===== config.mk =====
export PLATFORM = sky130hd
export DESIGN_NAME = shape_set_table
export DESIGN_NICKNAME = d
export VERILOG_FILES = /design/src/design/sst_pkg.sv /design/src/design/shape_set_table.sv /design/src/design/sst_cell.sv
export SDC_FILE = /design/constraint.sdc
export NUM_CORES = 2
export LEC_CHECK = 0
export ABC_AREA = 0
export BUFFER_PORTS_ARGS = -buffer_cell sky130_fd_sc_hd__buf_2
export CAP_MARGIN = 20
export CORE_MARGIN = 4
export CORE_UTILIZATION = 55
export CTS_BUF_LIST = sky130_fd_sc_hd__clkbuf_8
export DETAILED_ROUTE_END_ITERATION = 10
export GPL_TIMING_DRIVEN = 0
export PLACE_DENSITY = 0.76
export SLEW_MARGIN = 20
export SYNTH_ARGS = -nofsm -noshare
export SYNTH_HDL_FRONTEND = slang
export SYNTH_SLANG_ARGS = --single-unit

===== constraint.sdc =====
create_clock -name clk -period 18.15 [get_ports clk]
set_clock_uncertainty 0.2 [all_clocks]
set_input_delay 2.7225 -clock clk [delete_from_list [all_inputs] [get_ports clk]]
set_output_delay 2.7225 -clock clk [all_outputs]
set_load 0.01 [all_outputs]

===== src/design/sst_pkg.sv =====
// ----------------------------------------------------------------------------
// sst_pkg: shared types and codes for the shape set table
// Request and result layouts, opcode and status codes, and the token that
// walks the row of table cells.
// ----------------------------------------------------------------------------
`timescale 1ns / 1ps
`default_nettype none

package sst_pkg;

	localparam int TABLE_DEPTH_DEF = 16;
	localparam int COUNT_W         = 5;
	localparam int VALUE_W         = 32;

	localparam logic [2:0] OP_INSERT     = 3'd0;
	localparam logic [2:0] OP_SEARCH     = 3'd1;
	localparam logic [2:0] OP_REMOVE     = 3'd2;
	localparam logic [2:0] OP_DROP_RECTS = 3'd3;
	localparam logic [2:0] OP_CLEAR      = 3'd4;

	localparam logic [2:0] STATUS_DONE     = 3'd0;
	localparam logic [2:0] STATUS_PRESENT  = 3'd1;
	localparam logic [2:0] STATUS_MISSING  = 3'd2;
	localparam logic [2:0] STATUS_FULL     = 3'd3;
	localparam logic [2:0] STATUS_NEGATIVE = 3'd4;

	localparam logic KIND_CIRCLE = 1'b0;
	localparam logic KIND_RECT   = 1'b1;

	typedef struct packed {
		logic [2:0]                opcode;
		logic                      shape_kind;
		logic signed [VALUE_W-1:0] first_value;
		logic signed [VALUE_W-1:0] second_value;
		logic signed [VALUE_W-1:0] third_value;
	} req_t;

	typedef struct packed {
		logic [2:0]         status;
		logic               found;
		logic [COUNT_W-1:0] circle_count;
		logic [COUNT_W-1:0] rectangle_count;
	} rsp_t;

	// What each cell does with a passing token
	typedef enum logic [2:0] {
		ACT_NONE,
		ACT_PROBE,
		ACT_REMOVE,
		ACT_DROP,
		ACT_CLEAR,
		ACT_WRITE
	} act_t;

	typedef enum logic {
		FSM_IDLE,
		FSM_WALK
	} fsm_t;

	typedef struct packed {
		logic               valid;
		act_t               act;
		logic [2:0]         op;
		logic               kind;
		logic               neg;
		logic [VALUE_W-1:0] first;
		logic [VALUE_W-1:0] second;
		logic [VALUE_W-1:0] third;
		logic               hit;
		logic               free_seen;
		logic               wrote;
		logic [COUNT_W-1:0] ncirc;
		logic [COUNT_W-1:0] nrect;
	} token_t;

endpackage

`default_nettype wire


===== src/design/shape_set_table.sv =====
// Timing: a request walks the row of TABLE_DEPTH cells one cell per cycle;
// done is registered from the token at the end of the row. An insert that stores
// a record walks the row twice (the second walk writes the first free slot).
// Requests: a new one is accepted only while idle, and busy is high until done.
// The receiver cannot stall; done is one cycle.
// Reset: arst_n empties the table and aborts any request in flight.
// ----------------------------------------------------------------------------
// shape_set_table: deduplicating table of circle and rectangle records
// Insert, search, remove, remove all rectangles and clear, each reporting
// a status and the circle and rectangle counts.
// ----------------------------------------------------------------------------
`timescale 1ns / 1ps
`default_nettype none

module shape_set_table #(
	parameter int TABLE_DEPTH = sst_pkg::TABLE_DEPTH_DEF
) (
	input  wire logic          clk,
	input  wire logic          arst_n,
	input  wire logic          start,
	input  wire sst_pkg::req_t request,
	output logic               busy,
	output logic               done,
	output sst_pkg::rsp_t      result
);

	sst_pkg::token_t tok [TABLE_DEPTH+1];
	sst_pkg::token_t tail;
	sst_pkg::token_t inject;
	sst_pkg::token_t fresh;
	sst_pkg::fsm_t   state_q;
	sst_pkg::fsm_t   state_d;
	sst_pkg::rsp_t   result_d;
	sst_pkg::rsp_t   result_q;
	logic            done_q;
	logic            done_d;
	logic            accept;
	logic            reinject;
	logic            neg;
	logic            lookup_op;

	assign accept = start && (state_q == sst_pkg::FSM_IDLE);
	assign busy   = (state_q == sst_pkg::FSM_WALK);
	assign tail   = tok[TABLE_DEPTH];

	assign neg = (request.shape_kind == sst_pkg::KIND_RECT) ?
		(request.first_value[sst_pkg::VALUE_W-1] | request.second_value[sst_pkg::VALUE_W-1]) :
		request.third_value[sst_pkg::VALUE_W-1];

	assign lookup_op = (request.opcode == sst_pkg::OP_INSERT) ||
		(request.opcode == sst_pkg::OP_SEARCH) || (request.opcode == sst_pkg::OP_REMOVE);

	// Build the token for a fresh request
	always_comb begin
		fresh           = '0;
		fresh.valid     = 1'b1;
		fresh.op        = request.opcode;
		fresh.kind      = request.shape_kind;
		fresh.neg       = neg && lookup_op;
		fresh.first     = request.first_value;
		fresh.second    = request.second_value;
		fresh.third     = (request.shape_kind == sst_pkg::KIND_RECT) ? '0 : request.third_value;
		case (request.opcode)
			sst_pkg::OP_INSERT, sst_pkg::OP_SEARCH:
				fresh.act = neg ? sst_pkg::ACT_NONE : sst_pkg::ACT_PROBE;
			sst_pkg::OP_REMOVE:
				fresh.act = neg ? sst_pkg::ACT_NONE : sst_pkg::ACT_REMOVE;
			sst_pkg::OP_DROP_RECTS:
				fresh.act = sst_pkg::ACT_DROP;
			sst_pkg::OP_CLEAR:
				fresh.act = sst_pkg::ACT_CLEAR;
			default:
				fresh.act = sst_pkg::ACT_NONE;
		endcase
	end

	// A new record with a free slot goes around again to be written
	assign reinject = tail.valid && (tail.act == sst_pkg::ACT_PROBE) &&
		(tail.op == sst_pkg::OP_INSERT) && !tail.hit && tail.free_seen;

	always_comb begin
		inject = tail;
		if (accept) begin
			inject = fresh;
		end else if (reinject) begin
			inject.act   = sst_pkg::ACT_WRITE;
			inject.wrote = 1'b0;
			inject.ncirc = '0;
			inject.nrect = '0;
		end else begin
			inject.valid = 1'b0;
		end
	end

	assign tok[0] = inject;

	for (genvar i = 0; i < TABLE_DEPTH; i++) begin : g_cell
		sst_cell u_cell (
			.clk     (clk),
			.arst_n  (arst_n),
			.tok_in  (tok[i]),
			.tok_out (tok[i+1])
		);
	end

	always_comb begin
		state_d                  = state_q;
		done_d                   = 1'b0;
		result_d                 = result_q;
		result_d.status          = sst_pkg::STATUS_DONE;
		result_d.found           = 1'b0;
		result_d.circle_count    = tail.ncirc;
		result_d.rectangle_count = tail.nrect;
		case (tail.op)
			sst_pkg::OP_INSERT: begin
				if (tail.neg) begin
					result_d.status = sst_pkg::STATUS_NEGATIVE;
				end else if (tail.hit) begin
					result_d.status = sst_pkg::STATUS_PRESENT;
				end else if (!tail.free_seen) begin
					result_d.status = sst_pkg::STATUS_FULL;
				end
			end
			sst_pkg::OP_SEARCH: begin
				if (tail.neg) begin
					result_d.status = sst_pkg::STATUS_NEGATIVE;
				end else if (tail.hit) begin
					result_d.found = 1'b1;
				end else begin
					result_d.status = sst_pkg::STATUS_MISSING;
				end
			end
			sst_pkg::OP_REMOVE: begin
				if (tail.neg) begin
					result_d.status = sst_pkg::STATUS_NEGATIVE;
				end else if (!tail.hit) begin
					result_d.status = sst_pkg::STATUS_MISSING;
				end
			end
			default: begin
			end
		endcase
		case (state_q)
			sst_pkg::FSM_IDLE: begin
				if (accept) begin
					state_d = sst_pkg::FSM_WALK;
				end
			end
			sst_pkg::FSM_WALK: begin
				if (tail.valid && !reinject) begin
					done_d  = 1'b1;
					state_d = sst_pkg::FSM_IDLE;
				end
			end
			default: begin
				state_d = sst_pkg::FSM_IDLE;
			end
		endcase
	end

	always_ff @(posedge clk or negedge arst_n) begin
		if (!arst_n) begin
			state_q <= sst_pkg::FSM_IDLE;
			done_q  <= 1'b0;
		end else begin
			state_q <= state_d;
			done_q  <= done_d;
		end
	end

	always_ff @(posedge clk) begin
		if (done_d) begin
			result_q <= result_d;
		end
	end

	assign done   = done_q;
	assign result = result_q;

endmodule

`default_nettype wire


===== src/design/sst_cell.sv =====
// ----------------------------------------------------------------------------
// sst_cell: one slot of the shape set table
// Holds one record, applies the passing token's action to it, adds its
// match, free slot and count information, and hands the token on.
// ----------------------------------------------------------------------------
`timescale 1ns / 1ps
`default_nettype none

module sst_cell (
	input  wire logic           clk,
	input  wire logic           arst_n,
	input  wire sst_pkg::token_t tok_in,
	output sst_pkg::token_t     tok_out
);

	logic                        valid_q;
	logic                        kind_q;
	logic [sst_pkg::VALUE_W-1:0] first_q;
	logic [sst_pkg::VALUE_W-1:0] second_q;
	logic [sst_pkg::VALUE_W-1:0] third_q;

	sst_pkg::token_t tok_d;
	sst_pkg::token_t tok_q;
	logic            valid_d;
	logic            wr;
	logic            match;
	logic            kind_after;

	assign match = valid_q && (kind_q == tok_in.kind) &&
		(first_q == tok_in.first) && (second_q == tok_in.second) &&
		((tok_in.kind == sst_pkg::KIND_RECT) || (third_q == tok_in.third));

	always_comb begin
		tok_d   = tok_in;
		valid_d = valid_q;
		wr      = 1'b0;
		if (tok_in.valid) begin
			case (tok_in.act)
				sst_pkg::ACT_PROBE: begin
					tok_d.hit       = tok_in.hit | match;
					tok_d.free_seen = tok_in.free_seen | ~valid_q;
				end
				sst_pkg::ACT_REMOVE: begin
					if (match) begin
						valid_d = 1'b0;
					end
					tok_d.hit = tok_in.hit | match;
				end
				sst_pkg::ACT_DROP: begin
					if (valid_q && (kind_q == sst_pkg::KIND_RECT)) begin
						valid_d = 1'b0;
					end
				end
				sst_pkg::ACT_CLEAR: begin
					valid_d = 1'b0;
				end
				sst_pkg::ACT_WRITE: begin
					// take the record in the first free slot only
					if (!valid_q && !tok_in.wrote) begin
						wr      = 1'b1;
						valid_d = 1'b1;
					end
					tok_d.wrote = tok_in.wrote | ~valid_q;
				end
				default: begin
				end
			endcase
		end
		kind_after = wr ? tok_in.kind : kind_q;
		if (valid_d) begin
			if (kind_after == sst_pkg::KIND_RECT) begin
				tok_d.nrect = tok_in.nrect + sst_pkg::COUNT_W'(1);
			end else begin
				tok_d.ncirc = tok_in.ncirc + sst_pkg::COUNT_W'(1);
			end
		end
	end

	always_ff @(posedge clk or negedge arst_n) begin
		if (!arst_n) begin
			valid_q <= 1'b0;
			tok_q   <= '0;
		end else begin
			if (tok_in.valid) begin
				valid_q <= valid_d;
			end
			tok_q <= tok_d;
		end
	end

	always_ff @(posedge clk) begin
		if (wr) begin
			kind_q   <= tok_in.kind;
			first_q  <= tok_in.first;
			second_q <= tok_in.second;
			third_q  <= tok_in.third;
		end
	end

	assign tok_out = tok_q;

endmodule

`default_nettype wire


# == Yosys cells after proc, flatten, opt, wreduce, memory -nomap -nowiden ==
# Index checks and enable logic that the tools add are counted.
# totals
reg_bits,3472
out_inout_bits,16
wordCells,999
in_bits,103
# classes
n_reduce_logical,176
eq_ne,151
n_mux,279
n_bitwise,67
add_sub_neg,32
# op_table
operator,count
$eq 32x32->1,48
$mux 1,184
$add 5x1->5 const B,32
$mux 10,16
$mux 5,32
$eq 3x2->1 const B,35
$logic_and 1x1->1,103
$mux 103,1
$eq 3x3->1 const B,33
$pmux 1 s4,16
$mux 3,20
$eq 3x1->1 const B,19
$or 1x1->1,49
$reduce_or 2->1,19
$logic_not 1->1,34
$mux 32,1
$mux 11,2
$logic_or 1x1->1,18
$not 1->1,18
$eq 1x1->1,16
$pmux 3 s4,1
$logic_not 3->1,2
$mux 2,3
$pmux 3 s2,1
2 further kinds,2

# == Logic depth before layout (Yosys ltp) ==
# depth
ltp_word,15
mapped_depth,13
depth_no_buf,10

# == By module ==
# Synthesis repeated with hierarchy kept, for this count alone.
# hier_totals
cells_unflattened,6922
hier_area_um2,119514.6
# modules_own_cells
mod,seq_area_each_um2,cells_per_inst,area_each_um2,instances
sst_cell,5880.6,408,7333.3,16
shape_set_table,470.5,394,2182.1,1

# == Worst setup path after synthesis ==
# No wires, ideal clock.
# synth_path
kind,reg2reg
startpoint,register g_cell[11].u_cell.valid_q
endpoint,"register g_cell[11].u_cell.tok_q, in the netlist g_cell[11].u_cell.tok_out[1]"
path_buffers,0
arrival_ns,8.938
setup_time_ns,0.125
period_less_slack_ns,9.263
setup_slack_ns,8.887
path_stages_with_launch,7
required_ns,17.825
cell_sequence,dfrtp_1 -> nand3b_1 -> nor3_1 -> mux2_2 -> inv_1 -> nor2_1 -> mux2_2
# synth_rtl
element,line,source
start: declaration,sst_cell.sv:16,logic valid_q;
start signal: assignment,sst_cell.sv:85,valid_q <= valid_d;
end signal: assignment,sst_cell.sv:87,tok_q <= tok_d;
end: declaration,sst_cell.sv:23,sst_pkg::token_t tok_q;

==> out/metrics.cfg <==
[status]
status=finished, final reports clean

[flow_run]
drv_cap=0

[timing]
rsz0062_at_grt=false
slew_headroom_pct=20.8
tns_ns=0
max_freq_mhz=167
period_share_pct=33.0
worst_slew_pin_slew_ns=1.16
slew_violations=0
finalSetupViolCount=0
finalCriticalPeriod_ns=5.98
hold_viol_final=0

[clock_tree]
cts_setup_buffers=0
cts_resized=0
hold_buffers=0
htreeDepth=6
cts_tree=done
cts_buffers=547
clk_pin_slew_ns=0.06
clk_path_buf_depth=4
clock_sinks=3472
clkLatencyLatePin_ns=1.06
cts-root-buf=clkbuf_8

[synthesis]
yosys.area.top_type=dfrtp_1
yosys.area_share.simple_pct=5.36
ys_ff_latch=3472
ys_types=71
synth_edf_count=1550
syn_avg_cell_area_um2=17.1
synth_top_area_share_pct=39.8
synth_fa_ha_area_share_pct=0.334
async_reset_ff_share_pct=54.9
syn-instance-count=7018
synth-compound-area-share_pct=2.77
synth_nets=7153
yosysSeqAreaShare_pct=78.8
synth_top_family_by_area=XOR/XNOR gates
synth_xor_area_share_pct=10.2
synth_area_mm2=0.120
synthMuxAreaShare_pct=1.10
synth-main-ff-cell=dfrtp_1
yosys_warnings=0
yosys-top-cells-area=dfrtp_1 (40%), edfxtp_1 (39%), xnor2_1 (7.6%)

[route]
drt_iter0_drc=6332
viasPerCell=5.49
ant_nets=0
dr_total_vias=60800
wl_per_cell_um=25.1
routed_wl_um=278000
drt_pre_antenna_iters=6
drc=0

[floorplanning]
start_util_pct=55.2
chipHeight_um=475
pin_count=119
core_mm2=0.217
rows=171
fp.dieArea_mm2=0.226
die_w_um=475

[final_layout]
synthToLayoutAreaGrowth_pct=14.0
post-route-util_pct=63.0
num-nets-final=7919
drive_gt1_share_pct=13.5

[min_path]
hold_class=reg2reg

[worst_setup_path]
start_kind=input port
path_max_fanout=10
required_ns=18.88
worstSetupPathType=in2reg
critPathArrivalTime_ns=6.71
worstSetupEndpointType=flop

[pwr]
ir_drop_v=0.0000870
power_density_mw_per_mm2=114
leakagePower_nw=56.9

[place]
gp_congestion=0.920
port_buffers=118
dp_hpwl_um=203000

[global_route]
grt_pass1_wl_um=411000
grt.overflow.total=0
grt_max_degree=143
antenna_found_initial=19
grtUsageTotal_pct=25.1
grt_pass1_vias=62900

==> cell usage in the layout, fill, tap and decap left out, types with 17 or more instances in the layout <==
master     instances
dfrtp_1         1906
edfxtp_1        1550
xnor2_1         1047
clkbuf_8         648
inv_1            574
xor2_1           357
nand4_1          331
nor4_1           173
nand2_1          166
nor2b_1          133
buf_2            124
nand2b_1         116
o22ai_1           86
mux2_2            81
nor2_1            74
clkinv_2          60
o21ai_0           56
nand3_1           33
mux2i_1           32
buf_4             32
ha_1              32
clkinv_1          32
a21oi_1           31
buf_16            28
o2bb2ai_1         27
buf_12            26
a2111o_1          25
clkbuf_1          25
a22o_1            24
a221oi_1          22
a2111oi_0         21
o2111ai_1         20
and2_1            19
buf_6             19
bufinv_16         17
==> where the power goes <==
group	switching [mW]	internal, mW
Clock	2.93	3.50
Sequential	0.260	8.40
Combinational	0.277	0.185
==> logic make-up (layout without fill, tap and decap cells) <==
group | count (synthesis) | count (layout)
flip-flops | 3472 | 3472
XOR/XNOR | 1404 | 1404
AND/OR/NAND/NOR | 1128 | 1128
AO/OA/AOI/OAI | 438 | 438
buffers and inverters | 424 | 1617
multiplexers | 120 | 120
adder cells (fa/ha/maj) | 32 | 32
other | 0 | 11
==> flip-flops by register name, summed over array words and instances (netlist names), named ones only <==
| name | count |
|---|---|
| busy | 1 |
| result | 14 |
| g_cell.u_cell.tok_out | 1888 |
| g_cell.u_cell.valid_q | 15 |
| g_cell.u_cell.first_q | 512 |
| done | 1 |
| g_cell.u_cell.third_q | 512 |
| g_cell.u_cell.kind_q | 16 |
| g_cell.u_cell.second_q | 512 |
==> cell type report <==
class | count | area, µm²
flip-flops and latches | 3472 | 94600
repair buffers | 217 | 2280
diodes | 11 | 27.5
clock buffers | 648 | 8920
plain buffers | 40 | 200
well taps | 2854 | 3570
fillers | 14700 | 80400
clock inverters | 328 | 1880
inverters | 384 | 1450
multi-input cells | 3122 | 23900
==> metrics by stage <==
| step | hold WS, ns | setup slack (ns) | total power, mW | cell area, µm² | std cells |
|---|---|---|---|---|---|
| after floorplan | 0.131 | 8.89 | 8.92 | 120000 | 7018 |
| after global placement | 0.132 | -27.22 | 9.24 | 124000 | 9990 |
| after detailed placement | 0.135 | 11.09 | 9.26 | 126000 | 10100 |
| after CTS | 0.138 | 12.19 | 15.7 | 137000 | 11100 |
| after global routing | 0.150 | 11.95 | 16.1 | 137000 | 11100 |
| final | 0.142 | 12.17 | 15.5 | 137000 | 11100 |
==> critical path, stage by stage <==
cell and delay, ns:
buf_2 0.12, nor2b_1 0.12, buf_2 0.20, buf_6 0.23, buf_6 0.32, buf_2 0.40, a21oi_1 0.08, a2111oi_0 0.91
nand4_1 0.36, nor4_1 0.42, nand2_1 0.27, nand2_1 0.17, mux2_1 0.36
==> cells in the mapped netlist (32+ instances only) <==
master	count
dfrtp_1	1906
edfxtp_1	1550
xnor2_1	1047
inv_1	384
xor2_1	357
nand4_1	331
nor4_1	173
nand2_1	166
nor2b_1	133
nand2b_1	116
o22ai_1	86
nor2_1	84
mux2_2	81
o21ai_0	56
mux2i_1	36
a21oi_1	34
nand3_1	33
ha_1	32
==> per-layer routing <==
| metal | vias up | track usage (%) | part of all wire [%] |
|---|---|---|---|
| li1 | 26500 | - | - |
| met1 | 31600 | 36.3 | 42 |
| met2 | 2295 | 37.6 | 46 |
| met3 | 444 | 5.72 | 7.9 |
| met4 | 2 | 9.63 | 3.7 |
| met5 | - | 0 | 0.0025 |
==> path summary, 6_finish.rpt <==
kind | start | to | slack [ns] | depth (start not counted)
setup / recovery | start | g_cell[0].u_cell.tok_out[1] | 12.17 | 13
hold / removal | g_cell[10].u_cell.tok_out[113] | g_cell[11].u_cell.tok_out[113] | 0.14 | 0
setup reg to reg | busy | g_cell[0].u_cell.tok_out[1] | 13.49 | 12
hold reg to reg | g_cell[10].u_cell.tok_out[113] | g_cell[11].u_cell.tok_out[113] | 0.14 | 0
max in group asynchronous | arst_n | g_cell[1].u_cell.tok_out[35] | 13.30 | 6
min in group asynchronous | arst_n | g_cell[14].u_cell.tok_out[62] | 1.49 | 2
No activity file was read; power rests on OpenSTA's default activity.
